<file path="src/design/sfr_pkg.sv">
// shared types, constants and crc helper for the serial frame receiver
package sfr_pkg;

	typedef enum logic [2:0] {
		KIND_BYTE    = 3'd0,
		KIND_BAD_SUM = 3'd1,
		KIND_BAD_CRC = 3'd2,
		KIND_BAD_LEN = 3'd3,
		KIND_TIMEOUT = 3'd4
	} kind_t;

	localparam logic [1:0]  REG_TIMEOUT   = 2'd0;
	localparam logic [1:0]  REG_MIN_LEN   = 2'd1;

	localparam logic [7:0]  PREAMBLE      = 8'hFF;
	localparam logic [15:0] CRC_POLY      = 16'hA001;
	localparam logic [15:0] TIMEOUT_RESET = 16'd500;
	localparam logic [5:0]  MIN_LEN_RESET = 6'd8;
	localparam int unsigned TRAILER_BYTES = 3;

	// one byte of reflected crc-16, bit at a time
	function automatic logic [15:0] crc_byte(input logic [15:0] crc, input logic [7:0] b);
		logic [15:0] c;
		c = crc ^ {8'h00, b};
		for (int i = 0; i < 8; i++) begin
			if (c[0]) c = (c >> 1) ^ CRC_POLY;
			else c = c >> 1;
		end
		return c;
	endfunction

endpackage

</file>
<file path="src/design/serial_frame_receiver_core.sv">
// uart frame deframer: preamble hunt, frame buffer, sum and crc check, frame readout
//
//  channel  | signals                                  | contents
//  ---------+------------------------------------------+------------------------------------
//  s_axis   | tvalid tready tdata[7:0] tuser[0]        | rx byte; tuser 1 = tick request
//  m_axis   | tvalid tready tdata[15:0] tuser[2:0] tlast | frame byte or status result
//  cfg      | valid ready index[1:0] data[15:0]        | register write
//
//  a byte or tick request is handled as it is taken; a good frame of n bytes is read back out of
//  the frame memory through a registered read, one byte per cycle while m_axis_tready holds,
//  and no request is taken during that readout.
//  s_axis_tready is low while the output register holds an untaken result.
//  reset clears all control state; the frame memory is not cleared and needs no sweep.
module serial_frame_receiver_core #(
	parameter int MAX_FRAME = 64
) (
	input  logic        clk,
	input  logic        arst_n,
	input  logic        s_axis_tvalid,
	output logic        s_axis_tready,
	input  logic [7:0]  s_axis_tdata,   // [7:0] rx_byte
	input  logic        s_axis_tuser,   // [0] action
	output logic        m_axis_tvalid,
	input  logic        m_axis_tready,
	output logic [15:0] m_axis_tdata,   // [7:0] data_byte, [13:8] byte_index, [15:14] zero
	output logic [2:0]  m_axis_tuser,   // [2:0] kind
	output logic        m_axis_tlast,
	input  logic        cfg_valid,
	output logic        cfg_ready,
	input  logic [1:0]  cfg_index,
	input  logic [15:0] cfg_data
);

	localparam int FW = $clog2(MAX_FRAME + 1);
	localparam int AW = $clog2(MAX_FRAME);
	localparam logic [9:0] MAX_W = 10'(MAX_FRAME);

	typedef enum logic {ST_RUN, ST_EMIT} state_t;

	state_t        st_q;
	logic [15:0]   timeout_q;
	logic [5:0]    min_len_q;
	logic [1:0]    pre_q;
	logic [FW-1:0] size_q;
	logic [FW-1:0] fill_q;
	logic [7:0]    sum_q;
	logic [15:0]   crc_q;
	logic [15:0]   ticks_q;
	logic [7:0]    sumb_q;
	logic [7:0]    crch_q;
	logic [FW-1:0] rd_q;

	logic          s1_valid_q;
	logic [7:0]    rdata_s1;
	logic [5:0]    idx_s1;
	logic          last_s1;

	logic                 out_valid_q;
	sfr_pkg::kind_t       out_kind_q;
	logic [7:0]           out_data_q;
	logic [5:0]           out_idx_q;
	logic                 out_last_q;

	logic [7:0] frame_mem [MAX_FRAME];

	logic          accept, is_tick, hunting, len_ok, tick_expire, final_byte, move, rd_en;
	logic          wr_en;
	logic [AW-1:0] wr_addr;
	logic [7:0]    val;
	logic [5:0]    min_eff;
	logic [15:0]   ticks_inc;
	logic [FW-1:0] len_w, fill_inc;
	logic [15:0]   crc_next;

	assign cfg_ready     = 1'b1;
	assign s_axis_tready = (st_q == ST_RUN) && (!out_valid_q || m_axis_tready);
	assign m_axis_tvalid = out_valid_q;
	assign m_axis_tdata  = {2'b00, out_idx_q, out_data_q};
	assign m_axis_tuser  = out_kind_q;
	assign m_axis_tlast  = out_last_q;

	always_comb begin
		accept      = s_axis_tvalid && s_axis_tready;
		is_tick     = s_axis_tuser;
		val         = s_axis_tdata;
		hunting     = (size_q == '0);
		min_eff     = (min_len_q == 6'd0) ? 6'd1 : min_len_q;
		len_ok      = (({2'b00, val} + 10'd3) <= MAX_W) && (val >= {2'b00, min_eff});
		ticks_inc   = (ticks_q == 16'hFFFF) ? ticks_q : ticks_q + 16'd1;
		tick_expire = (ticks_inc >= timeout_q);
		len_w       = size_q - FW'(sfr_pkg::TRAILER_BYTES);
		fill_inc    = fill_q + FW'(1);
		final_byte  = (fill_inc == size_q);
		crc_next    = sfr_pkg::crc_byte(hunting ? 16'h0000 : crc_q, val);
		move        = s1_valid_q && (!out_valid_q || m_axis_tready);
		rd_en       = (st_q == ST_EMIT) && (rd_q < size_q) && (!s1_valid_q || move);
		// first frame byte is the length byte itself, at address zero
		wr_en       = accept && !is_tick &&
			(!hunting || (val != sfr_pkg::PREAMBLE && pre_q == 2'd2 && len_ok));
		wr_addr     = hunting ? '0 : AW'(fill_q);
	end

	always_ff @(posedge clk) begin
		if (wr_en) frame_mem[wr_addr] <= val;
		if (rd_en) rdata_s1 <= frame_mem[AW'(rd_q)];
	end

	always_ff @(posedge clk or negedge arst_n) begin
		if (!arst_n) begin
			st_q        <= ST_RUN;
			timeout_q   <= sfr_pkg::TIMEOUT_RESET;
			min_len_q   <= sfr_pkg::MIN_LEN_RESET;
			pre_q       <= '0;
			size_q      <= '0;
			fill_q      <= '0;
			sum_q       <= '0;
			crc_q       <= '0;
			ticks_q     <= '0;
			rd_q        <= '0;
			s1_valid_q  <= 1'b0;
			out_valid_q <= 1'b0;
		end else begin
			if (cfg_valid && cfg_ready) begin
				unique case (cfg_index)
					sfr_pkg::REG_TIMEOUT: timeout_q <= cfg_data;
					sfr_pkg::REG_MIN_LEN: min_len_q <= cfg_data[5:0];
					default: ;
				endcase
			end

			if (out_valid_q && m_axis_tready) out_valid_q <= 1'b0;

			unique case (st_q)
				ST_RUN: begin
					if (accept) begin
						if (is_tick) begin
							if (!hunting) begin
								if (tick_expire) begin
									out_valid_q <= 1'b1;
									out_kind_q  <= sfr_pkg::KIND_TIMEOUT;
									out_data_q  <= 8'h00;
									out_idx_q   <= 6'(fill_q);
									out_last_q  <= 1'b1;
									pre_q       <= '0;
									size_q      <= '0;
									fill_q      <= '0;
									sum_q       <= '0;
									crc_q       <= '0;
									ticks_q     <= '0;
								end else begin
									ticks_q <= ticks_inc;
								end
							end
						end else if (hunting) begin
							if (val == sfr_pkg::PREAMBLE) begin
								if (pre_q != 2'd2) pre_q <= pre_q + 2'd1;
							end else if (pre_q != 2'd2) begin
								pre_q <= '0;
							end else begin
								pre_q <= '0;
								if (len_ok) begin
									size_q  <= FW'({2'b00, val} + 10'd3);
									sum_q   <= val;
									crc_q   <= crc_next;
									fill_q  <= FW'(1);
									ticks_q <= '0;
								end else begin
									out_valid_q <= 1'b1;
									out_kind_q  <= sfr_pkg::KIND_BAD_LEN;
									out_data_q  <= val;
									out_idx_q   <= 6'd0;
									out_last_q  <= 1'b1;
								end
							end
						end else begin
							if (fill_q < len_w) begin
								sum_q <= sum_q + val;
								crc_q <= crc_next;
							end
							if (fill_q == len_w) sumb_q <= val;
							if (fill_q == len_w + FW'(1)) crch_q <= val;
							fill_q <= fill_inc;
							if (final_byte) begin
								// sum first, then crc high byte, then crc low byte
								if (sum_q != sumb_q) begin
									out_valid_q <= 1'b1;
									out_kind_q  <= sfr_pkg::KIND_BAD_SUM;
									out_data_q  <= sumb_q;
									out_idx_q   <= 6'(len_w);
									out_last_q  <= 1'b1;
									size_q      <= '0;
								end else if (crc_q[15:8] != crch_q) begin
									out_valid_q <= 1'b1;
									out_kind_q  <= sfr_pkg::KIND_BAD_CRC;
									out_data_q  <= crch_q;
									out_idx_q   <= 6'(len_w + FW'(1));
									out_last_q  <= 1'b1;
									size_q      <= '0;
								end else if (crc_q[7:0] != val) begin
									out_valid_q <= 1'b1;
									out_kind_q  <= sfr_pkg::KIND_BAD_CRC;
									out_data_q  <= val;
									out_idx_q   <= 6'(fill_q);
									out_last_q  <= 1'b1;
									size_q      <= '0;
								end else begin
									// size_q is kept for the readout
									st_q <= ST_EMIT;
									rd_q <= '0;
								end
								pre_q   <= '0;
								fill_q  <= '0;
								sum_q   <= '0;
								crc_q   <= '0;
								ticks_q <= '0;
							end
						end
					end
				end
				ST_EMIT: begin
					if (rd_en) begin
						s1_valid_q <= 1'b1;
						idx_s1     <= 6'(rd_q);
						last_s1    <= (rd_q == size_q - FW'(1));
						rd_q       <= rd_q + FW'(1);
					end else if (move) begin
						s1_valid_q <= 1'b0;
					end
					if (move) begin
						out_valid_q <= 1'b1;
						out_kind_q  <= sfr_pkg::KIND_BYTE;
						out_data_q  <= rdata_s1;
						out_idx_q   <= idx_s1;
						out_last_q  <= last_s1;
						if (last_s1) begin
							st_q   <= ST_RUN;
							size_q <= '0;
							rd_q   <= '0;
						end
					end
				end
				default: st_q <= ST_RUN;
			endcase
		end
	end

endmodule

</file>
<file path="config.mk">
export PLATFORM = sky130hd
export DESIGN_NAME = serial_frame_receiver_core
export DESIGN_NICKNAME = d
export VERILOG_FILES = /design/src/design/sfr_pkg.sv /design/src/design/serial_frame_receiver_core.sv
export SDC_FILE = /design/constraint.sdc
export NUM_CORES = 1
export LEC_CHECK = 0
export BUFFER_PORTS_ARGS = -buffer_cell sky130_fd_sc_hd__buf_4
export CAP_MARGIN = 0
export CORE_UTILIZATION = 43
export DETAILED_ROUTE_END_ITERATION = 8
export SLEW_MARGIN = 25
export SYNTH_ARGS = -nofsm -noshare
export SYNTH_HDL_FRONTEND = slang
export SYNTH_SLANG_ARGS = --single-unit
</file>
<file path="constraint.sdc">
create_clock -name clk -period 7.5 [get_ports clk]
set_input_delay 1.875 -clock clk [delete_from_list [all_inputs] [get_ports clk]]
set_output_delay 1.875 -clock clk [all_outputs]
set_load 0.02 [all_outputs]
</file>
==> out/metrics.yaml <==
outcome: "finished with violations"
violations: "DRC"
cp.arrival_ns: 5.98
vias_per_cell: 5.84
antenna_found_initial: 1
skew_ns: 0.0273
r2r_cells: 15
power_density_nw_per_um2: 237
wirelength_um: 69400
clk_latency_ns: 0.62
drt-initial-drc-count: 1601
cts_hold_buf: 0
crit_path_max_fanout: 24
htreeDepth: 3
grt_first_pass_wirelength_um: 104000
worstSetupPathType: "reg2reg"
startpoint: "ticks_q[4]"
cts_num_sinks: 649
grt_pass1_vias: 16300
cts_setup_buffers: 0
rr_endpoint: "sum_q[2]"
cts_root_buf: "clkbuf_16"
whs_path_depth: 2
cts.clk_slew.worst_paths_ns: 0.06
ys.flop_type: "edfxtp_1"
slowest_stage: "or2_1"
async_flop_share: 0.136
cp-endpoint: "sum_q[2]"
numCtsBuffers: 70
num-nets-final: 1921
crit_path_end_kind: "flip-flop"
num_rows: 94
synth_top_area_cell: "edfxtp_1"
port_buffers: 51
yosys_warnings: 0
cp.required_ns: 7.98
syn_to_final_growth_pct: 12.5
start_util: 0.436
wl_per_cell_um: 25.2
finalMaxSlewViolations: 0
synth_top_area_frac: 0.584
fmax_ghz: 0.182
cp.depth: 15
ys_types: 77
grt.overflow.total: 0
cpPeakStageDelay_ns: 0.82
clock_tree.buffer_depth: 3
path_cells: "and4_1, nand4_1, nor4_2, or2_2, nor2_1, xor2_1, ha_1, and4_1, a221oi_1, o211a_1, o21a_1, a211o_1, buf_4, or2_1, mux2_2"
hp-class: "reg2reg"
core_area_um2: 66100
relSlewSlack: 0.314
dieWidth_um: 261
cap_violations: 0
hpwl_um: 45000
grt_max_degree: 112
worst_slew_pin_slew_ns: 1.03
worstSetupStartpointType: "flip-flop"
p_leak_nw: 10.7
antenna-diode-count: 0
synth_seq_cells: 649
die_area_um2: 68100
io_pins: 55
r2r-start: "ticks_q[4]"
period_share: 0.733
cts_tree: "built"
fin_crit_ns: 5.50
synth_area_um2: 28800
hold_violations: 0
postSynthAreaPerCell_um2: 16.2
die_h_um: 261
gp_congestion: 0.871
synth_area_leaders: "edfxtp_1 (58%), mux4_2 (13%), dfrtp_1 (7.0%)"
vias: 16100
vdd_drop_max_uv: 196
drive_above_1_share: 0.209
critPathBufInv: 1
setup_tns_ns: 0
drc: 9
rsz0062_at_grt: "false"
syn_inst: 1781
r2r_slack_ns: 2.00
min_from: "timeout_q[8]"
drtAntennaViolNets: 0
critPathMostFrequentCell: "and4_1"
ys_seq_area_frac: 0.661
setup_viol: 0
synth_edf_count: 561
crit_family: "simple AND/OR/NAND/NOR gates"
dr.pass1.iters: 7
final_util: 0.491
grt.total_usage: 0.209
cts_resized: 0
-- kinds of logic (layout without fill, tap and decap cells) --
group	Yosys count	after routing	synth area share
xor gates and xnor gates	104	104	0.0321
DFF	649	649	0.661
adders and majority gates	57	57	0.0250
other	2	3	0.000260
buffers and inverters	144	249	0.0215
and+or+nand+nor	407	407	0.0681
muxes	183	183	0.137
AOI/OAI and AO/OA	235	235	0.0551
-- worst min-delay path, delay by kind of cell (launching register included) --
| family | cells | cell delay, ns |
|---|---|---|
| flip-flops | 1 | 0.36 |
| AO/OA/AOI/OAI | 1 | 0.08 |
| buffers and inverters | 1 | 0.07 |
-- per-stage QoR --
step / hold WS (ns) / setup slack, ns / cell area [µm²] / std cells / power, W
after global placement: 0.492 / 2.17 / 30100 / 2623 / 0.00427
final: 0.517 / 2.00 / 32400 / 2751 / 0.00769
after detailed placement: 0.502 / 2.10 / 30100 / 2623 / 0.00428
after global routing: 0.542 / 1.70 / 32400 / 2751 / 0.00790
after CTS: 0.523 / 2.06 / 32400 / 2750 / 0.00775
after floorplan: 0.449 / 3.18 / 28800 / 1782 / 0.00416
-- registers in the layout, indices dropped and copies added (netlist names), 2 cells and up --
register and cells:
out_data_q 8, out_idx_q 6, crch_q 8, m_axis_tuser 3, frame_mem 512, timeout_q 16
min_len_q 6, sum_q 8, rd_q 7, sumb_q 8, rdata_s1 8, ticks_q 16
fill_q 7, idx_s1 6, pre_q 2, crc_q 16, size_q 7
-- power breakdown --
| group | switching, W | internal [W] |
|---|---|---|
| Sequential | 0.0000154 | 0.00395 |
| Clock | 0.00144 | 0.00204 |
| Combinational | 0.000160 | 0.0000789 |
| Total | 0.00162 | 0.00607 |
-- layout make-up --
class	instances	area, µm²
clock buffers	90	1920
repair buffers	79	618
inverters	43	161
clock inverters	37	410
multi-input cells	989	9170
well taps	864	1080
flip-flops and latches	649	19100
fillers	5523	33700
-- layout by cell type (no fill, tap or decap), drive strengths merged, types with 6 or more instances in the layout --
cell	count
a21oi	37
o31ai	6
inv	49
xor2	45
bufinv	6
dfstp	7
o2bb2ai	20
nand4	17
buf	79
and3	6
o21ai	78
a22o	9
o41ai	11
or3	10
clkinv	23
and2	13
nor3	29
dfrtp	81
edfxtp	561
nor4	10
a21o	12
xnor2	58
nand2b	12
nand3	40
o22a	8
clkbuf	90
o22ai	6
o21a	8
nor2b	8
ha	56
mux2	13
mux4	168
nand2	100
nor2	137
-- synth_stat cells (5+ instances only) --
cell,number
edfxtp_1,561
mux4_2,168
nor2_1,136
nand2_1,100
dfrtp_1,81
o21ai_0,69
xnor2_1,58
ha_1,56
clkbuf_1,51
xor2_1,45
inv_1,43
nand3_1,40
a21oi_1,37
buf_2,27
nor3_1,27
o2bb2ai_1,20
nand4_1,17
buf_1,15
mux2_2,13
a21o_1,12
and2_1,12
nand2b_1,12
o41ai_1,11
or3_1,10
a22o_1,9
nor2b_1,8
nor4_1,8
o21a_1,8
o21ai_1,8
o22a_1,8
dfstp_2,7
and3_1,6
o22ai_1,6
a211o_1,5
a22oi_1,5
o211ai_1,5
-- metal layers --
metal	up-vias	global-route usage	wire length, µm
met2	560	0.336	33300
met1	8306	0.291	29400
met5	-	0	13
li1	7073	-	-
met4	2	0.0603	1850
met3	113	0.0403	4840
-- worst min-delay path by stage --
stage and endpoint:
3_3_place_gp ticks_q[10], 5_1_grt timeout_q[6], 2_1_floorplan idx_s1[3], 4_1_cts timeout_q[8], 6_report timeout_q[8], 3_5_place_dp min_len_q[4]
No activity file was read; power rests on OpenSTA's default activity.
